## src/mbet_pkg.sv

```systemverilog
`timescale 1ns / 1ps
// ----------------------------------------------------------------------------
// mbet_pkg
// Shared constants for the escape-time block: field widths, register
// indexes and reset values.
// ----------------------------------------------------------------------------
package mbet_pkg;

    localparam int DEF_COORD_BITS = 12;
    localparam int DEF_ITER_BITS  = 10;
    localparam int DEF_FRAC_BITS  = 28;

    localparam int IMG_BITS       = 13;
    localparam int SPAN_BITS      = 31;
    localparam int CTR_BITS       = 32;
    localparam int MAXIT_BITS     = 10;
    localparam int CFG_IDX_BITS   = 3;
    localparam int CFG_DATA_BITS  = 32;

    localparam logic [CFG_IDX_BITS-1:0] CFG_MAX_ITER = 3'd0;
    localparam logic [CFG_IDX_BITS-1:0] CFG_WIDTH    = 3'd1;
    localparam logic [CFG_IDX_BITS-1:0] CFG_HEIGHT   = 3'd2;
    localparam logic [CFG_IDX_BITS-1:0] CFG_CTR_RE   = 3'd3;
    localparam logic [CFG_IDX_BITS-1:0] CFG_CTR_IM   = 3'd4;
    localparam logic [CFG_IDX_BITS-1:0] CFG_SPAN_RE  = 3'd5;
    localparam logic [CFG_IDX_BITS-1:0] CFG_SPAN_IM  = 3'd6;

    localparam int                   RST_MAX_ITER = 200;
    localparam logic [IMG_BITS-1:0]  RST_IMG      = 13'd1024;
    localparam logic [SPAN_BITS-1:0] RST_SPAN     = 31'd536870912;

endpackage

```

## src/mbet_div_cell.sv

```systemverilog
`timescale 1ns / 1ps
// ----------------------------------------------------------------------------
// mbet_div_cell
// One restoring-division step: shifts one dividend bit into the partial
// remainder, trial-subtracts the divisor and shifts the quotient bit in.
// ----------------------------------------------------------------------------
module mbet_div_cell import mbet_pkg::*; #(
    parameter int NUM_BITS = 45,
    parameter int DVS_BITS = IMG_BITS + 1
) (
    input  logic                i_clk,
    input  logic                i_rst_n,
    input  logic                i_valid,
    input  logic                i_neg,
    input  logic [DVS_BITS-1:0] i_rem,
    input  logic [NUM_BITS-1:0] i_dq,
    input  logic [DVS_BITS-1:0] i_dvs,
    output logic                o_valid,
    output logic                o_neg,
    output logic [DVS_BITS-1:0] o_rem,
    output logic [NUM_BITS-1:0] o_dq
);

    logic [DVS_BITS:0]   trial;
    logic [DVS_BITS:0]   diff;
    logic                ge;
    logic [DVS_BITS-1:0] n_rem;
    logic [NUM_BITS-1:0] n_dq;
    logic                r_valid;
    logic                r_neg;
    logic [DVS_BITS-1:0] r_rem;
    logic [NUM_BITS-1:0] r_dq;

    always_comb begin
        trial = {i_rem, i_dq[NUM_BITS-1]};
        diff  = trial - {1'b0, i_dvs};
        ge    = trial >= {1'b0, i_dvs};
        n_rem = ge ? diff[DVS_BITS-1:0] : trial[DVS_BITS-1:0];
        // dividend bits leave at the top, quotient bits enter at the bottom
        n_dq  = {i_dq[NUM_BITS-2:0], ge};
    end

    always_ff @(posedge i_clk) begin
        if (!i_rst_n) begin
            r_valid <= 1'b0;
        end else begin
            r_valid <= i_valid;
        end
        r_neg <= i_neg;
        r_rem <= n_rem;
        r_dq  <= n_dq;
    end

    assign o_valid = r_valid;
    assign o_neg   = r_neg;
    assign o_rem   = r_rem;
    assign o_dq    = r_dq;

endmodule

```

## config.mk

```make
export PLATFORM = sky130hd
export DESIGN_NAME = mbet_div_cell
export DESIGN_NICKNAME = d
export VERILOG_FILES = /design/src/mbet_pkg.sv /design/src/mbet_div_cell.sv
export SDC_FILE = /design/constraint.sdc
export NUM_CORES = 1
export LEC_CHECK = 0
export BUFFER_PORTS_ARGS = -buffer_cell sky130_fd_sc_hd__buf_2
export CELL_PAD_IN_SITES_DETAIL_PLACEMENT = 0
export CELL_PAD_IN_SITES_GLOBAL_PLACEMENT = 2
export CORE_MARGIN = 10
export CORE_UTILIZATION = 27
export CTS_BUF_LIST = sky130_fd_sc_hd__clkbuf_8
export DETAILED_ROUTE_END_ITERATION = 12
export HOLD_SLACK_MARGIN = 0.15
export MAX_ROUTING_LAYER = met4
export PLACE_DENSITY = 0.85
export SLEW_MARGIN = 20
export SYNTH_ARGS = -nofsm -noshare
export SYNTH_HDL_FRONTEND = slang
export SYNTH_SLANG_ARGS = --single-unit
```

## constraint.sdc

```tcl
create_clock -name i_clk -period 4.35 [get_ports i_clk]
set_input_delay 0.435 -clock i_clk [delete_from_list [all_inputs] [get_ports i_clk]]
set_output_delay 0.435 -clock i_clk [all_outputs]
set_load 0.01 [all_outputs]
```

== Yosys cells after proc, flatten, opt, wreduce, memory -nomap -nowiden ==
Cells that the tools add are included.

* Register bits: 61
* Input port bits: 77
* Output and inout bits: 61
* Logic and storage cells: 7

* $add $sub $neg: 1
* $lt $le $gt $ge: 1
* Muxes and demuxes: 1

{| class="wikitable"
|+ Operators by type and width
! operator !! count
|-
| $ge A15 B14 Y1 || 1
|-
| $mux W14 || 1
|-
| $sub A14 B14 Y14 || 1
|}

== Depth between registers and ports, before layout ==
Gate-level depths: netlist (run 1).

* Depth after elaboration: 2
* Gate-level depth with buffers: 10
* Depth with buffers taken out: 10

== Worst setup path after synthesis (run 1) ==
Ideal clock, no wire load.

* Path kind: input to register
* Start point: input port i_dq[44]
* End point: register r_rem[10], in the netlist o_rem[10]
* Library setup time: 121 ps
* Data arrival time: 2,129 ps
* Data required time: 4,229 ps
* Slack: 2,100 ps
* Stages: 10
* Path buffers: 0
* Cell sequence: inv_1 ha_1 inv_1 fa_1 a21oi_1 o22ai_1 o21a_1 o31ai_1 o41ai_1 mux2_4

* Word-level cells in the longest chain between the ends: 2
* Elaborated cells between the ends (all ways): 3
* Those cells by class: add/sub (1); order compare (1); mux (1)

{| class="wikitable"
|+ RTL lines
! what !! line !! RTL
|-
| start, declared || mbet_div_cell.sv:16 || <nowiki>input logic [NUM_BITS-1:0] i_dq,</nowiki>
|-
| $sub A14 B14 Y14 / $ge A15 B14 Y1 (equally long branches) || mbet_div_cell.sv:36, mbet_div_cell.sv:37 ||
|-
| $mux W14 * || mbet_div_cell.sv:38 || <nowiki>n_rem = ge ? diff[DVS_BITS-1:0] : trial[DVS_BITS-1:0];</nowiki>
|-
| named net n_rem[10] || mbet_div_cell.sv:27 || <nowiki>logic [DVS_BITS-1:0] n_rem;</nowiki>
|-
| end signal, assigned || mbet_div_cell.sv:50 || <nowiki>r_rem <= n_rem;</nowiki>
|-
| end, declared || mbet_div_cell.sv:31 || <nowiki>logic [DVS_BITS-1:0] r_rem;</nowiki>
|}

Mark *: on every way through the listed nets, which the timed path passes. The rest lies on a longest branch.
A chain may end at the register's enable or synchronous reset.

== Worst setup path after layout (run 1) ==
* Start point: input port i_rem[7]
* End point: register r_rem[4], in the netlist o_rem[4]

* Word-level cells in the longest chain between the ends: 2

{| class="wikitable"
|+ RTL lines
! what !! line !! RTL
|-
| start, declared || mbet_div_cell.sv:15 || <nowiki>input logic [DVS_BITS-1:0] i_rem,</nowiki>
|-
| $ge A15 B14 Y1 || mbet_div_cell.sv:37 || <nowiki>ge = trial >= {1'b0, i_dvs};</nowiki>
|-
| $mux W14 || mbet_div_cell.sv:38 ||
|-
| named net n_rem[4] || mbet_div_cell.sv:27 ||
|}

The timed path passes the listed nets, and every way through them passes these cells.

==> report_table.html, run 1 <==
<table>
<tr><th>Metric</th><th>Value</th></tr>
<tr><th colspan="2">Logic synthesis</th></tr>
<tr><td>Warning count from the yosys run</td><td>0</td></tr>
<tr><td>Portion of the post-synthesis area used by sequential elements</td><td>55.0%</td></tr>
<tr><td>Leading cell type by number of instances after synthesis</td><td>dfxtp_1</td></tr>
<tr><td>Post-synth top area cell</td><td>dfxtp_1</td></tr>
<tr><td>Async S/R FF share, synth</td><td>0%</td></tr>
<tr><td>Area share of the largest cell type after synthesis</td><td>55.0%</td></tr>
<tr><td>Predominant post-synthesis flop cell</td><td>dfxtp_1</td></tr>
<tr><td>Distinct cell type count of the synthesized netlist</td><td>46</td></tr>
<tr><td>Leading post-synthesis cells by instance count</td><td>dfxtp_1 (61), inv_1 (20), ha_1 (15)</td></tr>
<tr><td>Per-instance average area after synthesis</td><td>12.0 µm²</td></tr>
<tr><td>Mapped Cells</td><td>185</td></tr>
<tr><td>Cell area after synthesis</td><td>0.00222 mm²</td></tr>
<tr><td>Post-Synthesis Net Count</td><td>278</td></tr>
<tr><td>Area contributors post-synth</td><td>dfxtp_1 (55%), ha_1 (8.5%), mux2_4 (5.4%)</td></tr>
<tr><td>Synthesized flop and latch total</td><td>61</td></tr>
<tr><td>Count of flip-flops with a built-in enable after synthesis</td><td>0</td></tr>
<tr><th colspan="2">Global route</th></tr>
<tr><td>Global router's overall resource usage</td><td>11.0%</td></tr>
<tr><td>Maximum number of pins on one net before global-route repair</td><td>16</td></tr>
<tr><td>Met2 Use GR</td><td>16.4%</td></tr>
<tr><td>Global routing usage on met3</td><td>4.49%</td></tr>
<tr><td>Met1 demand-to-capacity share in global routing</td><td>13.1%</td></tr>
<tr><td>Aggregate global routing overflow</td><td>0</td></tr>
<tr><td>Number of antenna violations at the first check in global routing</td><td>0</td></tr>
<tr><td>Via count of the first global-routing pass</td><td>1904</td></tr>
<tr><td>Most used routing layer</td><td>met2</td></tr>
<tr><td>Global-route wire length before repair</td><td>10400 µm</td></tr>
<tr><th colspan="2">Timing</th></tr>
<tr><td>Worst Max-Slew Pin Slew</td><td>1040 ps</td></tr>
<tr><td>Tightest slew margin relative to the limit</td><td>30.6%</td></tr>
<tr><td>Setup repair after global routing missed its margin</td><td>no</td></tr>
<tr><td>Max Fclk</td><td>401 MHz</td></tr>
<tr><td>Total negative setup slack</td><td>0 ps</td></tr>
<tr><td>Crit path time final</td><td>2490 ps</td></tr>
<tr><td>Final-report hold violation count</td><td>0</td></tr>
<tr><td>Pins over their slew limit</td><td>0</td></tr>
<tr><td>Number of failing setup endpoints in the final timing report</td><td>0</td></tr>
<tr><td>Final period util</td><td>57.3%</td></tr>
<tr><th colspan="2">Floorplanning</th></tr>
<tr><td>Effective utilization at floorplan</td><td>27.4%</td></tr>
<tr><td>Area of the core</td><td>0.00809 mm²</td></tr>
<tr><td>Die X-Extent</td><td>111 µm</td></tr>
<tr><td>Count of pins on the block boundary</td><td>138</td></tr>
<tr><td>Vertical extent of the die</td><td>111 µm</td></tr>
<tr><td>Std-Cell Rows</td><td>33</td></tr>
<tr><td>Area of the die</td><td>0.0123 mm²</td></tr>
<tr><th colspan="2">Finish</th></tr>
<tr><td>Layout area overhead</td><td>45.3%</td></tr>
<tr><td>Final-stage net count</td><td>424</td></tr>
<tr><td>Ratio of cells with drive above 1 in the final layout</td><td>52.1%</td></tr>
<tr><td>Post-Route Utilization</td><td>39.9%</td></tr>
<tr><td>N_diodes</td><td>0</td></tr>
<tr><td>Filler-free cell count of the finished design</td><td>441</td></tr>
<tr><th colspan="2">Worst setup path</th></tr>
<tr><td>Cells along the critical path</td><td>buf_2 -&gt; ha_1 -&gt; and4_2 -&gt; and3_1 -&gt; nand4_1 -&gt; o21ai_2 -&gt; mux2_2</td></tr>
<tr><td>Critical-path top delay cell</td><td>o21ai_2</td></tr>
<tr><td>Nature of the critical path startpoint</td><td>primary input</td></tr>
<tr><td>Delay contributed by the slowest stage of the critical path</td><td>820 ps</td></tr>
<tr><td>Maximum fanout along the worst path</td><td>15</td></tr>
<tr><td>CP Capture Type</td><td>flop</td></tr>
<tr><td>Class of the most critical setup path</td><td>in -&gt; reg</td></tr>
<tr><td>Arr. time, crit path</td><td>2720 ps</td></tr>
<tr><td>Critical path required time</td><td>4580 ps</td></tr>
<tr><td>Buffering stage count on the worst path with inverters included</td><td>1</td></tr>
<tr><td>Kind of cell adding the most delay to the critical path</td><td>compound AO/OA/AOI/OAI gates</td></tr>
<tr><th colspan="2">Clock network</th></tr>
<tr><td>Number of cells upsized or downsized after cts</td><td>0</td></tr>
<tr><td>Inserted Clock Buffers</td><td>9</td></tr>
<tr><td>Count of buffers added by post-CTS timing repair for setup</td><td>0</td></tr>
<tr><td>Clock-pin slew on the worst setup and hold paths</td><td>90 ps</td></tr>
<tr><td>Clock tree from TritonCTS</td><td>built</td></tr>
<tr><td>Post-CTS Hold Buffers</td><td>0</td></tr>
<tr><td>Maximum buffer depth of the clock tree</td><td>2</td></tr>
<tr><td>Sink count of the clock tree</td><td>61</td></tr>
<tr><td>Max H-tree Level</td><td>3</td></tr>
<tr><td>Buffer cell driving the clock tree root</td><td>clkbuf_8</td></tr>
<tr><th colspan="2">Drt</th></tr>
<tr><td>Total number of vias</td><td>1864</td></tr>
<tr><td>Number of DRC violations after detailed-routing iteration 0</td><td>43</td></tr>
<tr><td>Total routed wirelength</td><td>6780 µm</td></tr>
<tr><td>Detail-routed net length per standard cell</td><td>15.4 µm</td></tr>
<tr><td>Number of design rule violations left after detail routing</td><td>0</td></tr>
<tr><td>Iteration count of the initial detailed-routing pass</td><td>4</td></tr>
<tr><td>Number of antenna-violating nets in the routed design</td><td>0</td></tr>
<tr><td>Vias per std cell</td><td>4.23</td></tr>
<tr><th colspan="2">Place</th></tr>
<tr><td>Final weighted congestion of routability-driven global placement</td><td>0.846</td></tr>
<tr><td>Number of cells after detailed placement</td><td>425</td></tr>
<tr><td>Port buffer count</td><td>137</td></tr>
<tr><td>Detailed placer's ending HPWL</td><td>5640 µm</td></tr>
<tr><th colspan="2">Power and ir drop</th></tr>
<tr><td>Overall power consumption</td><td>1.42 mW</td></tr>
<tr><td>Max rail drop VDD</td><td>156 µV</td></tr>
<tr><td>Leakage</td><td>1.65 nW</td></tr>
<tr><td>PwrDens</td><td>441 mW/mm²</td></tr>
<tr><th colspan="2">Job</th></tr>
<tr><td># Max-Cap Violations</td><td>0</td></tr>
<tr><th colspan="2">Status</th></tr>
<tr><td>Status</td><td>finished clean</td></tr>
<tr><th colspan="2">Hold path</th></tr>
<tr><td>Class of the tightest hold or removal check</td><td>in -&gt; reg</td></tr>
</table>
-- flip-flops by register name, summed over array words and instances (netlist names) --
register / flops
o_neg: 1
o_valid: 1
o_dq: 45
o_rem: 14
-- through the flow --
| stage | hold WS, ps | instance area, µm² | setup WS, ps |
|---|---|---|---|
| 6_report | 190 | 3230 | 1860 |
| 2_1_floorplan | 463 | 2220 | 2100 |
| 5_1_grt | 168 | 3230 | 1620 |
| 3_5_place_dp | 539 | 3020 | 1450 |
| 4_1_cts | 170 | 3230 | 1810 |
| 3_3_place_gp | 538 | 3020 | 1540 |
-- layout make-up --
class,instances,area (µm²)
clock inverter,7,80.1
inverter,20,75.1
clock buffer,9,124
multi-input combinational,102,910
timing repair buffer,137,686
tap,105,131
fill,829,4870
sequential,61,1220
-- cells by family (layout without fill, tap and decap cells) --
kind of cell               count (synthesis)  in the layout  synth area share (%)
DFF                                       61             61                  55.0
AOI/OAI and AO/OA                         35             35                  12.0
and+or+nand+nor                           26             26                  6.82
buffers and inverters                     22            173                  4.06
adders and majority gates                 16             16                  9.35
muxes                                     15             15                  8.85
xor gates and xnor gates                  10             10                  3.94
-- final timing paths --
check,start,to,slack [ps],cells past startpoint
worst min-delay path,i_dq[21],o_dq[22],190,1
worst max-delay path,i_rem[7],o_rem[4],1860,7
-- metal layers --
metal	wire, µm	vias to the layer above	share of wire (%)
met5	0	-	0
met4	93	0	1.4
met3	542	9	8.0
met2	3090	104	46
met1	3050	812	45
li1	-	939	-
-- cell usage in the layout (no fill, tap or decap), types with 3 or more instances in the layout --
master	count
nor3_1	3
nand2_1	3
mux2_2	5
inv_1	20
inv_6	4
buf_2	137
dfxtp_1	61
nor2b_1	3
a21oi_1	7
nor2_1	4
ha_1	15
mux2_4	8
clkbuf_8	9
o21a_1	5
xnor2_1	8
-- power by group --
group          internal, mW  total, mW  leakage (nW)  switching (mW)
combinational         0.144      0.284          1.04           0.140
sequential            0.610      0.620         0.515          0.0104
clock                 0.272      0.518        0.0973           0.245
total                  1.03       1.42          1.65           0.395
(Power assumes the default switching activity.)
==> inputs of run 2 (changes only) <==
--- a/config.mk
+++ b/config.mk
@@ -5,16 +5,17 @@
 export SDC_FILE = /design/constraint.sdc
 export NUM_CORES = 1
 export LEC_CHECK = 0
+export ABC_AREA = 1
 export BUFFER_PORTS_ARGS = -buffer_cell sky130_fd_sc_hd__buf_2
 export CELL_PAD_IN_SITES_DETAIL_PLACEMENT = 0
 export CELL_PAD_IN_SITES_GLOBAL_PLACEMENT = 2
 export CORE_MARGIN = 10
-export CORE_UTILIZATION = 27
+export CORE_UTILIZATION = 25
 export CTS_BUF_LIST = sky130_fd_sc_hd__clkbuf_8
 export DETAILED_ROUTE_END_ITERATION = 12
 export HOLD_SLACK_MARGIN = 0.15
 export MAX_ROUTING_LAYER = met4
-export PLACE_DENSITY = 0.85
+export PLACE_DENSITY = 0.81
 export SLEW_MARGIN = 20
 export SYNTH_ARGS = -nofsm -noshare
 export SYNTH_HDL_FRONTEND = slang
==> constraint.sdc (replaced) <==
create_clock -name i_clk -period 2.5 [get_ports i_clk]
set_input_delay 0.25 -clock i_clk [delete_from_list [all_inputs] [get_ports i_clk]]
set_output_delay 0.25 -clock i_clk [all_outputs]
set_load 0.01 [all_outputs]
==> report_table.html, run 2 <==
<table>
<tr><th>Metric</th><th>Value</th></tr>
<tr><th colspan="2">Status</th></tr>
<tr><td>Status</td><td>finished clean</td></tr>
<tr><th colspan="2">Place</th></tr>
<tr><td>Detailed placer's ending HPWL</td><td>6870 µm (+22%)</td></tr>
<tr><td>Final weighted congestion of routability-driven global placement</td><td>0.829 (-2.0%)</td></tr>
<tr><td>Port buffer count</td><td>137 (unchanged)</td></tr>
<tr><td>DP Worst Slack</td><td>460 ps (-990 ps)</td></tr>
<tr><td>Number of cells after detailed placement</td><td>557 (+31%)</td></tr>
<tr><td>Standard cell area after detailed placement</td><td>0.00337 mm² (+12%)</td></tr>
<tr><th colspan="2">Floorplanning</th></tr>
<tr><td>Std-Cell Rows</td><td>36 (+9.1%)</td></tr>
<tr><td>Die X-Extent</td><td>121 µm (+9.4%)</td></tr>
<tr><td>Area of the die</td><td>0.0147 mm² (+20%)</td></tr>
<tr><td>Count of pins on the block boundary</td><td>138 (unchanged)</td></tr>
<tr><td>Vertical extent of the die</td><td>121 µm (+9.4%)</td></tr>
<tr><td>Effective utilization at floorplan</td><td>25.9% (-1.5 points)</td></tr>
<tr><td>Area of the core</td><td>0.00986 mm² (+22%)</td></tr>
<tr><th colspan="2">Timing</th></tr>
<tr><td>Tightest slew margin relative to the limit</td><td>71.2% (+41 points)</td></tr>
<tr><td>Final-report hold violation count</td><td>0 (unchanged)</td></tr>
<tr><td>Worst Max-Slew Pin Slew</td><td>432 ps (-609 ps)</td></tr>
<tr><td>Max Fclk</td><td>593 MHz</td></tr>
<tr><td>Crit path time final</td><td>1690 ps</td></tr>
<tr><td>Total negative setup slack</td><td>0 ps (unchanged)</td></tr>
<tr><td>Number of failing setup endpoints in the final timing report</td><td>0 (unchanged)</td></tr>
<tr><td>Pins over their slew limit</td><td>0 (unchanged)</td></tr>
<tr><td>Worst hold slack</td><td>173 ps (-17.1 ps)</td></tr>
<tr><td>Setup repair after global routing missed its margin</td><td>no</td></tr>
<tr><td>Final period util</td><td>67.4%</td></tr>
<tr><td>Least setup slack across all paths after layout</td><td>815 ps (-1040 ps)</td></tr>
<tr><th colspan="2">Logic synthesis</th></tr>
<tr><td>Count of flip-flops with a built-in enable after synthesis</td><td>0 (unchanged)</td></tr>
<tr><td>Distinct cell type count of the synthesized netlist</td><td>27 (-41%)</td></tr>
<tr><td>Portion of the post-synthesis area used by sequential elements</td><td>47.8% (-7.2 points)</td></tr>
<tr><td>Leading cell type by number of instances after synthesis</td><td>nand2_1</td></tr>
<tr><td>Synthesized flop and latch total</td><td>61 (unchanged)</td></tr>
<tr><td>Leading post-synthesis cells by instance count</td><td>nand2_1 (69), dfxtp_1 (61), inv_1 (56)</td></tr>
<tr><td>Mapped Cells</td><td>289 (+56%)</td></tr>
<tr><td>Async S/R FF share, synth</td><td>0% (unchanged)</td></tr>
<tr><td>Synthesized-area fraction occupied by ao, oa, aoi and oai cells</td><td>5.48% (-6.5 points)</td></tr>
<tr><td>Share of cell area taken by muxes after synthesis</td><td>0% (-8.8 points)</td></tr>
<tr><td>Warning count from the yosys run</td><td>0 (unchanged)</td></tr>
<tr><td>Per-instance average area after synthesis</td><td>8.84 µm² (-26%)</td></tr>
<tr><td>Post-synth top area cell</td><td>dfxtp_1</td></tr>
<tr><td>Area share of the largest cell type after synthesis</td><td>47.8% (-7.2 points)</td></tr>
<tr><td>Xor and xnor area share after synthesis</td><td>2.40% (-1.5 points)</td></tr>
<tr><td>Simple-Gate Fraction of Synth Area</td><td>26.0% (+19 points)</td></tr>
<tr><td>Main combinational cell family by area after synthesis</td><td>simple AND/OR/NAND/NOR gates</td></tr>
<tr><td>Area contributors post-synth</td><td>dfxtp_1 (48%), nand2_1 (10%), inv_1 (8.2%)</td></tr>
<tr><td>Predominant post-synthesis flop cell</td><td>dfxtp_1</td></tr>
<tr><td>Post-Synthesis Net Count</td><td>382 (+37%)</td></tr>
<tr><td>Cell area after synthesis</td><td>0.00255 mm² (+15%)</td></tr>
<tr><td>Adder-cell share of the synthesized area</td><td>8.13% (-1.2 points)</td></tr>
<tr><th colspan="2">Drt</th></tr>
<tr><td>Number of DRC violations after detailed-routing iteration 0</td><td>76 (+77%)</td></tr>
<tr><td>Number of design rule violations left after detail routing</td><td>0 (unchanged)</td></tr>
<tr><td>Vias per std cell</td><td>3.90 (-7.7%)</td></tr>
<tr><td>Total number of vias</td><td>2418 (+30%)</td></tr>
<tr><td>Total routed wirelength</td><td>9100 µm (+34%)</td></tr>
<tr><td>Number of antenna-violating nets in the routed design</td><td>0 (unchanged)</td></tr>
<tr><td>Iteration count of the initial detailed-routing pass</td><td>4 (unchanged)</td></tr>
<tr><td>Detail-routed net length per standard cell</td><td>14.7 µm (-4.6%)</td></tr>
<tr><th colspan="2">Worst setup path</th></tr>
<tr><td>Cells along the critical path</td><td>buf_2 -&gt; ha_1 -&gt; nand2_2 -&gt; inv_2 -&gt; nand2_1 -&gt; nand2_2 -&gt; a21oi_4 -&gt; nand3_4 -&gt; nand2_1 -&gt; o21ai_2</td></tr>
<tr><td>Maximum fanout along the worst path</td><td>25 (+10)</td></tr>
<tr><td>CP Capture Type</td><td>flop</td></tr>
<tr><td>Kind of cell adding the most delay to the critical path</td><td>simple AND/OR/NAND/NOR gates</td></tr>
<tr><td>Class of the most critical setup path</td><td>in -&gt; reg</td></tr>
<tr><td>Buffering stage count on the worst path with inverters included</td><td>2 (+1)</td></tr>
<tr><td>Critical path required time</td><td>2720 ps (-1860 ps)</td></tr>
<tr><td>Nature of the critical path startpoint</td><td>primary input</td></tr>
<tr><td>Arr. time, crit path</td><td>1900 ps (-820 ps)</td></tr>
<tr><td>Critical-path top delay cell</td><td>ha_1</td></tr>
<tr><td>Delay contributed by the slowest stage of the critical path</td><td>370 ps (-450 ps)</td></tr>
<tr><th colspan="2">Global route</th></tr>
<tr><td>Global-route wire length before repair</td><td>14000 µm (+35%)</td></tr>
<tr><td>Maximum number of pins on one net before global-route repair</td><td>26 (+10)</td></tr>
<tr><td>Via count of the first global-routing pass</td><td>2575 (+35%)</td></tr>
<tr><td>Number of antenna violations at the first check in global routing</td><td>1 (+1)</td></tr>
<tr><td>Aggregate global routing overflow</td><td>0 (unchanged)</td></tr>
<tr><td>Global router's overall resource usage</td><td>12.7% (+1.7 points)</td></tr>
<tr><th colspan="2">Finish</th></tr>
<tr><td>Cell area after layout</td><td>0.00403 mm² (+25%)</td></tr>
<tr><td>Filler-free cell count of the finished design</td><td>620 (+41%)</td></tr>
<tr><td>Most common library cell in the layout ignoring fill and taps</td><td>buf_2</td></tr>
<tr><td>Post-Route Utilization</td><td>40.9% (+0.98 points)</td></tr>
<tr><td>Ratio of cells with drive above 1 in the final layout</td><td>40.5% (-12 points)</td></tr>
<tr><td>Layout area overhead</td><td>57.7%</td></tr>
<tr><td>Number of flip-flops in the largest register</td><td>45 (unchanged)</td></tr>
<tr><td>Commonest cells after routing, fill and taps aside</td><td>buf_2 (137), nand2_1 (69), dfxtp_1 (61)</td></tr>
<tr><td>Final-stage net count</td><td>575 (+36%)</td></tr>
<tr><th colspan="2">Clock network</th></tr>
<tr><td>Clock tree from TritonCTS</td><td>built</td></tr>
<tr><td>Buffer cell driving the clock tree root</td><td>clkbuf_8</td></tr>
<tr><td>Clock-pin slew on the worst setup and hold paths</td><td>70 ps (-20 ps)</td></tr>
<tr><td>Maximum buffer depth of the clock tree</td><td>2 (unchanged)</td></tr>
<tr><td>Inserted Clock Buffers</td><td>9 (unchanged)</td></tr>
<tr><td>Sink count of the clock tree</td><td>61 (unchanged)</td></tr>
<tr><td>Max H-tree Level</td><td>3 (unchanged)</td></tr>
<tr><th colspan="2">Job</th></tr>
<tr><td># Max-Cap Violations</td><td>0 (unchanged)</td></tr>
<tr><th colspan="2">Hold path</th></tr>
<tr><td>Origin of the worst min-delay path</td><td>i_rem[1]</td></tr>
<tr><td>Hold path endpoint</td><td>o_rem[2]</td></tr>
<tr><td>Class of the tightest hold or removal check</td><td>in -&gt; reg</td></tr>
<tr><td>Worst hold stages</td><td>3 (+2)</td></tr>
<tr><th colspan="2">Power and ir drop</th></tr>
<tr><td>Leakage</td><td>2.18 nW (+32%)</td></tr>
<tr><td>Overall power consumption</td><td>2.47 mW (+74%)</td></tr>
<tr><td>Max rail drop VDD</td><td>333 µV (+110%)</td></tr>
<tr><td>PwrDens</td><td>612 mW/mm² (+39%)</td></tr>
</table>
[run 2: kinds of logic after synthesis]
group,Yosys count
AOI/OAI and AO/OA,17
xor gates and xnor gates,7
adders and majority gates,16
buffers and inverters,62
DFF,61
and+or+nand+nor,126
[run 2: per-layer routing]
layer | global-route usage, % | up-vias | wire (µm)
met3 | 4.61 | 10 | 981
li1 | - | 1266 | -
met2 | 20.6 | 107 | 4250
met4 | 4.75 | 0 | 136
met1 | 13.9 | 1035 | 3730
met5 | - | - | 0
[run 2: power by group]
group	leakage [nW]	internal (mW)	switching [mW]
Sequential	0.515	1.06	0.0191
Combinational	1.57	0.262	0.321
Clock	0.0905	0.433	0.374
Total	2.18	1.75	0.714
[run 2: layout make-up]
class,count,area [µm²]
flip-flops and latches,61,1220
multi-input cells,166,1070
clock buffers,12,165
clock inverters,3,20.0
fillers,975,5830
repair buffers,184,1160
diodes,1,2.50
inverters,60,225
well taps,133,166
[run 2: repair_timing]
action	in CTS	in global routing
hold buffers	47	0
hold endpoints to repair	46	0
gates resized for setup	0	0
buffers inserted	0	0
[run 2: how the worst max path moves through the flow]
stage                      endpoint     start  slack [ps]  cells after the start
after global routing      o_rem[10]  i_rem[8]         640                     10
after CTS                  o_rem[7]  i_rem[8]         820                     10
after global placement     o_rem[8]  i_rem[5]         480                     10
after floorplan            o_rem[8]  i_dq[44]         870                     11
after detailed placement   o_rem[7]  i_rem[5]         460                     10
final                      o_rem[7]  i_rem[8]         810                     10
